## src/rtl/core/rwpb_pkg.sv

```systemverilog
package rwpb_pkg;

   // Default upper bound on the number of points in one sequence.
   localparam int MaxPointsDefault = 1024;

   // Field widths.
   localparam int GqWidth  = 31;
   localparam int ValWidth = 32;
   localparam int ColWidth = 10;
   localparam int ProdWidth = 2 * GqWidth;

   // Stream payload widths, padded to whole bytes.
   localparam int ReqDataWidth = 128;
   localparam int RspDataWidth = 112;

   localparam logic signed [ValWidth-1:0] ValMax = 32'sh7FFF_FFFF;
   localparam logic signed [ValWidth-1:0] ValMin = 32'sh8000_0000;

   // Datapath operations issued by the controller.
   typedef enum logic [3:0] {
      OP_NONE,
      OP_LOAD,
      OP_PROD,
      OP_DIV_INIT,
      OP_DIV_STEP,
      OP_W_SET,
      OP_MUL,
      OP_RND,
      OP_ACC,
      OP_EMIT_MAIN,
      OP_EMIT_TAIL
   } dp_op_type;

   // Operand pairs of the shared multiplier.
   typedef enum logic [2:0] {
      SEL_T1,
      SEL_T2,
      SEL_D0,
      SEL_D1,
      SEL_S10
   } mul_sel_type;

   typedef struct packed {
      dp_op_type   op;
      mul_sel_type sel;
      logic        tail_final;
   } dp_cmd_type;

   typedef struct packed {
      logic order;
      logic last;
      logic out_free;
   } dp_status_type;

   // Saturating signed 32-bit add.
   function automatic logic signed [ValWidth-1:0] add_sat(
      input logic signed [ValWidth-1:0] a,
      input logic signed [ValWidth-1:0] b
   );
      logic signed [ValWidth:0] s;
      s = {a[ValWidth-1], a} + {b[ValWidth-1], b};
      if (s[ValWidth] != s[ValWidth-1]) begin
         return s[ValWidth] ? ValMin : ValMax;
      end
      return s[ValWidth-1:0];
   endfunction

   // Round a Q32.32 product to Q16.16, halves up, with saturation.
   function automatic logic signed [ValWidth-1:0] round_q(
      input logic signed [2*ValWidth-1:0] y
   );
      logic signed [2*ValWidth-1:0] t;
      logic [2*ValWidth-17:0] r;
      t = y + 64'sd32768;
      r = t[2*ValWidth-1:16];
      if (r[2*ValWidth-17:ValWidth-1] != {(ValWidth-15){1'b0}} &&
          r[2*ValWidth-17:ValWidth-1] != {(ValWidth-15){1'b1}}) begin
         return r[2*ValWidth-17] ? ValMin : ValMax;
      end
      return r[ValWidth-1:0];
   endfunction

endpackage

```

## src/rtl/core/rwpb_ctrl.sv

```systemverilog
module rwpb_ctrl
   import rwpb_pkg::*;
(
   input  logic          clock,
   input  logic          reset,
   input  logic          req_tvalid,
   output logic          req_tready,
   input  dp_status_type status,
   output dp_cmd_type    cmd
);

   typedef enum logic [3:0] {
      ST_IDLE,
      ST_PROD,
      ST_CHECK,
      ST_DIV,
      ST_WSET,
      ST_MUL,
      ST_RND,
      ST_ACC,
      ST_EMIT,
      ST_TAIL
   } state_type;

   state_type   state_ff, state_in;
   logic [4:0]  cnt_ff, cnt_in;
   mul_sel_type sel_ff, sel_in;
   logic        tail_ff, tail_in;
   logic        tail_final;

   assign req_tready = (state_ff == ST_IDLE);
   assign tail_final = !status.order || tail_ff;

   // Next state and operation for the datapath.
   always_comb begin
      state_in = state_ff;
      cnt_in   = cnt_ff;
      sel_in   = sel_ff;
      tail_in  = tail_ff;
      cmd.op   = OP_NONE;
      cmd.sel  = sel_ff;
      cmd.tail_final = tail_final;
      case (state_ff)
         ST_IDLE: begin
            if (req_tvalid) begin
               cmd.op   = OP_LOAD;
               state_in = ST_PROD;
            end
         end
         ST_PROD: begin
            cmd.op   = OP_PROD;
            state_in = ST_CHECK;
         end
         ST_CHECK: begin
            cmd.op   = OP_DIV_INIT;
            cnt_in   = 5'd30;
            state_in = ST_DIV;
         end
         ST_DIV: begin
            cmd.op = OP_DIV_STEP;
            cnt_in = cnt_ff - 5'd1;
            if (cnt_ff == 5'd0) begin
               state_in = ST_WSET;
            end
         end
         ST_WSET: begin
            cmd.op   = OP_W_SET;
            sel_in   = SEL_T1;
            state_in = status.order ? ST_MUL : ST_ACC;
         end
         ST_MUL: begin
            cmd.op   = OP_MUL;
            state_in = ST_RND;
         end
         ST_RND: begin
            cmd.op   = OP_RND;
            state_in = ST_MUL;
            case (sel_ff)
               SEL_T1:  sel_in = SEL_T2;
               SEL_T2:  sel_in = SEL_D0;
               SEL_D0:  sel_in = SEL_D1;
               SEL_D1:  sel_in = SEL_S10;
               default: state_in = ST_ACC;
            endcase
         end
         ST_ACC: begin
            cmd.op   = OP_ACC;
            state_in = ST_EMIT;
         end
         ST_EMIT: begin
            if (status.out_free) begin
               cmd.op   = OP_EMIT_MAIN;
               tail_in  = 1'b0;
               state_in = status.last ? ST_TAIL : ST_IDLE;
            end
         end
         ST_TAIL: begin
            if (status.out_free) begin
               cmd.op  = OP_EMIT_TAIL;
               tail_in = 1'b1;
               if (tail_final) begin
                  state_in = ST_IDLE;
               end
            end
         end
         default: state_in = ST_IDLE;
      endcase
   end

   // State and counters.
   always_ff @(posedge clock) begin
      if (reset) begin
         state_ff <= ST_IDLE;
         cnt_ff   <= 5'd0;
         sel_ff   <= SEL_T1;
         tail_ff  <= 1'b0;
      end else begin
         state_ff <= state_in;
         cnt_ff   <= cnt_in;
         sel_ff   <= sel_in;
         tail_ff  <= tail_in;
      end
   end

endmodule

```

## config.mk

```make
export PLATFORM = sky130hd
export DESIGN_NAME = rwpb_ctrl
export DESIGN_NICKNAME = d
export VERILOG_FILES = /design/src/rtl/core/rwpb_pkg.sv /design/src/rtl/core/rwpb_ctrl.sv
export SDC_FILE = /design/constraint.sdc
export NUM_CORES = 1
export LEC_CHECK = 0
export ABC_AREA = 1
export BUFFER_PORTS_ARGS = -buffer_cell sky130_fd_sc_hd__buf_2
export CAP_MARGIN = 20
export CORE_UTILIZATION = 55
export CTS_CLUSTER_DIAMETER = 30
export DETAILED_ROUTE_END_ITERATION = 12
export GPL_TIMING_DRIVEN = 0
export PLACE_DENSITY = 0.79
export SKIP_LAST_GASP = 1
export SLEW_MARGIN = 25
export SYNTH_ARGS = -nofsm -noshare
export SYNTH_HDL_FRONTEND = slang
export SYNTH_SLANG_ARGS = --single-unit
```

## constraint.sdc

```tcl
create_clock -name clock -period 1.9 [get_ports clock]
set_clock_uncertainty 0.05 [all_clocks]
set_input_delay 0.095 -clock clock [delete_from_list [all_inputs] [get_ports clock]]
set_output_delay 0.095 -clock clock [all_outputs]
set_load 0.05 [all_outputs]
```

==> results.toml, run 1 <==
[timing]
slew_headroom_pct = 71.7
fin_tns_setup_ns = 0
fin_crit_ns = 1.73
hold-worst-slack_ns = 0.128
rsz0062_at_grt = "false"
hold_violations = 0
maxSlewViolCount = 0
fmax_mhz = 579
tightest_slew_ns = 0.425
period_share_pct = 91.0
setup-violations-final = 0
fin_ws_ns = 0.171

[synthesis]
synth_cell_types = 29
synth.most_common_cell = "nand2_1"
synth_edf_count = 0
synth_fp_nets = 124
yosys-top-cells-area = "dfxtp_1 34%, nand2_1 11%, nand3_1 9.1%"
synth.top_cell.area_share_pct = 33.7
avgSynthCellArea_sq_um = 6.61
synthArstFlopShare_pct = 0
ys_ff_latch = 13
synth_area_sq_um = 773
yosys.area.top_type = "dfxtp_1"
synth_flop_cell = "dfxtp_1"
seq_area_frac_synth_pct = 33.7
syn_inst = 117
synth_common_cells = "22 x nand2_1, 16 x inv_1, 14 x nand3_1, 14 x nor2_1, 13 x dfxtp_1"
yosys_warnings = 0

[detailed_routing]
dr.first_iter.drc_count = 23
met2_length_um = 720
m1WireLength_um = 793
antenna_left = 0
dr.max_layer_used = "met4"
wl_um = 1600
routedWlPerCell_um = 10.7
dr_total_vias = 765
firstDrtPassIters = 4
via_per_inst = 5.13
drc = 0
met3WireLength_um = 70

[die]
initial_core_util_pct = 59.4
die_w_um = 39.5
io_pins = 15
std_cell_rows = 13
core_area_sq_um = 1300
chipHeight_um = 39.5
dieArea_sq_um = 1560

[clock_network]
clock-sinks = 13
cts_resized = 0
cts_hold_buf = 0
cts_max_path_buffers = 2
cts_buffers = 3
htreeDepth = 1
clk_latency_ns = 0.27
postCtsSetupBuffers = 0
cts-root-buf = "clkbuf_4"
path_clk_slew_ns = 0.08
cts_tree = "built"

[global_route]
grt_max_degree = 10
grt_first_pass_wirelength_um = 2420
overflow = 0
grt_pass1_vias = 588
antenna_found_initial = 0
track_usage_pct = 23.3

[run_status]
status = "finished, final reports clean"

[cells_and_area]
fill_cells = 130
drive_above_1_share_pct = 22.4
fin_cells = 149
ff_latch_area_sq_um = 260
multi_input_area_sq_um = 425
diodes = 0
area_growth_pct = 14.2
nNetsFinal = 142

[placement]
place_ws_ns = 0.485
numPortBuffers = 13
place_inst = 145
dp_hpwl_um = 1280
gp_congestion = 0.780

[worst_hold_path]
hp-class = "in -> reg"
holdCritStartpoint = "status[0]"
whs_endpoint = "tail_ff$_SDFFE_PP0P_"
holdPathStages = 3

[flow_run]
drv_cap = 0

[setup_path]
path_class = "reg -> out"
cp_data_arrival_time_ns = 1.58
reg2regPathDepth = 7
r2r_slack_ns = 0.55
start_kind = "flop"
path_max_fanout = 8
end_kind = "output pin"
reg2reg_to = "state_ff[3]$_SDFFE_PP0P_"
cp.required_ns = 1.75
r2r-start = "state_ff[0]$_SDFFE_PP0P_"

[power_and_ir_drop]
total_power_mw = 1.59
p_per_area_nw_per_um2 = 1800
vdd_drop_max_uv = 1250
leakage_nw = 0.456
how the worst max path moves through the flow:
stage                                        start         end  slack (ns)  cells after the start
after floorplan           state_ff[2]$_SDFFE_PP0P_  req_tready        0.22                      3
after global placement    state_ff[0]$_SDFFE_PP0P_      cmd[5]        0.51                      5
after detailed placement  state_ff[0]$_SDFFE_PP0P_      cmd[5]        0.48                      5
after CTS                 state_ff[0]$_SDFFE_PP0P_      cmd[5]        0.18                      5
after global routing      state_ff[3]$_SDFFE_PP0P_      cmd[5]        0.06                      5
final                     state_ff[0]$_SDFFE_PP0P_      cmd[5]        0.17                      5
sequential cells by signal, indices dropped and copies added (netlist names):
name,cells
cnt_ff,5
sel_ff,3
state_ff,4
tail_ff,1
worst max-delay path, stage by stage, from the launching register on:
cell and delay [ns]:
dfxtp_1 0.55, inv_1 0.11, nor2_1 0.14, nand3_1 0.14, nand3_1 0.11, buf_2 0.26
cell type report:
class	instances	share of cell area, %
flip-flops and latches	13	29.5
clock buffers	4	2.97
repair buffers	13	7.37
inverters	19	8.07
well taps	15	2.12
multi-input cells	82	48.2
plain buffers	3	1.84
stage by stage:
step	cell area (sq um)	utilization, %
global route	883	67.9
finish	883	67.9
global placement	857	65.9
floorplan	773	-
detailed placement	857	65.9
CTS	883	67.9
power breakdown:
part           switching [mW]  internal [mW]
Sequential             0.0762          0.355
Clock                  0.0850         0.0812
Combinational           0.707          0.285
layout by cell type (no fill, tap or decap), types with 3 or more instances in the layout:
cell type and instances:
buf_2 14, inv_2 3, nand3_1 14, nor2_1 14, o21ai_0 4, a21oi_1 8
inv_1 16, dfxtp_1 13, nand2_1 22, clkbuf_4 3
routing by layer:
metal  track usage, %  up-vias
li1                 -      414
met1             29.5      331
met2             38.5       18
met3             5.11        2
met4             7.76        0
met5                0        -
logic make-up after synthesis:
group / share of synthesized area (%)
AND/OR/NAND/NOR: 37.7
adder cells (fa/ha/maj): 1.62
buffers and inverters: 11.3
AO/OA/AOI/OAI: 15.7
flip-flops: 33.7
(Power assumes the default switching activity.)
==> inputs of run 2 (changes only) <==
==> constraint.sdc (replaced) <==
create_clock -name clock -period 1.9 [get_ports clock]
set_clock_uncertainty 0.05 [all_clocks]
set_input_delay 0.285 -clock clock [delete_from_list [all_inputs] [get_ports clock]]
set_output_delay 0.285 -clock clock [all_outputs]
set_load 0.05 [all_outputs]
==> run 2 against run 1 <==
Sequential share of layout area is 0.15 points lower. Clock power about the same. Non-clock buffer count stayed put. Via count down 0.52%. Worst hold slack gained 0.19 ns. Die area did not move. Largest cell class unchanged. Core utilization increased by 0.67 points. First-iteration DRC count fell by 4.3%.
==> results.toml, run 2 (same netlist as run 1, synthesis figures left out) <==
[timing]
period_share_pct = 93.6
slew_headroom_pct = 71.6
fin_crit_ns = 1.78
fmax_mhz = 562
hold_violations = 0
maxSlewViolCount = 0
rsz0062_at_grt = "false"
setup-violations-final = 0
tightest_slew_ns = 0.426
fin_tns_setup_ns = 0

[global_route]
antenna_found_initial = 0
overflow = 0
grt_pass1_vias = 588
track_usage_pct = 23.3
grt_max_degree = 10
grt_first_pass_wirelength_um = 2420

[detailed_routing]
routedWlPerCell_um = 10.7
dr_total_vias = 761
drc = 0
via_per_inst = 5.11
dr.first_iter.drc_count = 22
firstDrtPassIters = 4
antenna_left = 0
wl_um = 1590

[clock_network]
htreeDepth = 1
clk_latency_ns = 0.27
cts_tree = "built"
path_clk_slew_ns = 0.08
cts_max_path_buffers = 2
cts_buffers = 3
clock-sinks = 13
cts-root-buf = "clkbuf_4"

[die]
die_w_um = 39.5
dieArea_sq_um = 1560
io_pins = 15
std_cell_rows = 13
initial_core_util_pct = 59.4
chipHeight_um = 39.5
core_area_sq_um = 1300

[power_and_ir_drop]
leakage_nw = 0.456
vdd_drop_max_uv = 1250
p_per_area_nw_per_um2 = 1800

[placement]
dp_hpwl_um = 1280
place_inst = 145
place_area_sq_um = 857
gp_congestion = 0.780
numPortBuffers = 13

[setup_path]
end_kind = "output pin"
path_class = "reg -> out"
path_max_fanout = 8
start_kind = "flop"
cp.required_ns = 1.56
cp_data_arrival_time_ns = 1.44

[cells_and_area]
final_common_cell = "nand2_1"
area_growth_pct = 15.4
diodes = 0
nNetsFinal = 142
largest_reg_flops = 5
fin_area_sq_um = 892
mostFrequentLayoutCells = "22 x nand2_1, 16 x inv_1, 14 x nand3_1, 13 x nor2_1"
largest_registers = "cnt_ff: 5 flops, state_ff: 4 flops, sel_ff: 3 flops"
drive_above_1_share_pct = 23.9
top_register = "cnt_ff"
fin_cells = 149

[flow_run]
drv_cap = 0

[worst_hold_path]
hp-class = "in -> reg"

[run_status]
status = "finished, final reports clean"
-- run 2: report_power, final --
group | switching [mW] | internal (mW)
combinational | 0.710 | 0.299
sequential | 0.0765 | 0.358
clock | 0.0849 | 0.0812
-- run 2: repair_timing --
action,in CTS,in global routing
setup buffers,0,0
hold buffers,0,0
endpoints found under the setup margin,1,3
gates resized for setup,1,3
-- run 2: final timing paths --
path                                  from                       end  slack [ns]  cells past startpoint
setup / recovery  state_ff[1]$_SDFFE_PP0P_                    cmd[6]        0.12                      6
hold / removal                   status[0]      tail_ff$_SDFFE_PP0P_        0.32                      3
setup reg to reg    cnt_ff[0]$_SDFFE_PP0P_  state_ff[3]$_SDFFE_PP0P_        0.61                      8
hold reg to reg       tail_ff$_SDFFE_PP0P_      tail_ff$_SDFFE_PP0P_        0.41                      2
-- run 2: through the flow --
stage	hold WS, ns	total power [mW]	util, %	worst slack (ns)
global route	0.332	1.75	68.6	0.00570
detailed placement	0.408	1.43	65.9	0.295
floorplan	0.391	1.23	-	0.0322
finish	0.318	1.61	68.6	0.121
CTS	0.314	1.60	68.0	0.0168
global placement	0.403	1.40	65.9	0.319
-- run 2: worst max-delay path, cell delays in order (launching register included) --
cell and delay, ns:
dfxtp_1 0.30, buf_2 0.19, nand2_4 0.08, nor2_4 0.17, inv_2 0.07, o21ai_2 0.07, buf_2 0.28
-- run 2: layer usage --
metal / wire, um / up-vias / GRT usage (%) / part of all wire [%]
li1: - / 414 / - / -
met1: 792 / 329 / 29.5 / 50
met2: 721 / 16 / 38.5 / 45
met3: 67 / 2 / 5.11 / 4.2
met4: 11 / 0 / 7.76 / 0.69
met5: 0 / - / 0 / 0
-- run 2: cell type report --
class / count / area, sq um
multi-input combinational: 82 / 428
fill: 128 / 409
sequential: 13 / 262
inverter: 19 / 71.3
timing repair buffer: 13 / 70.1
clock buffer: 4 / 26.3
tap: 15 / 18.8
buffer: 3 / 16.3
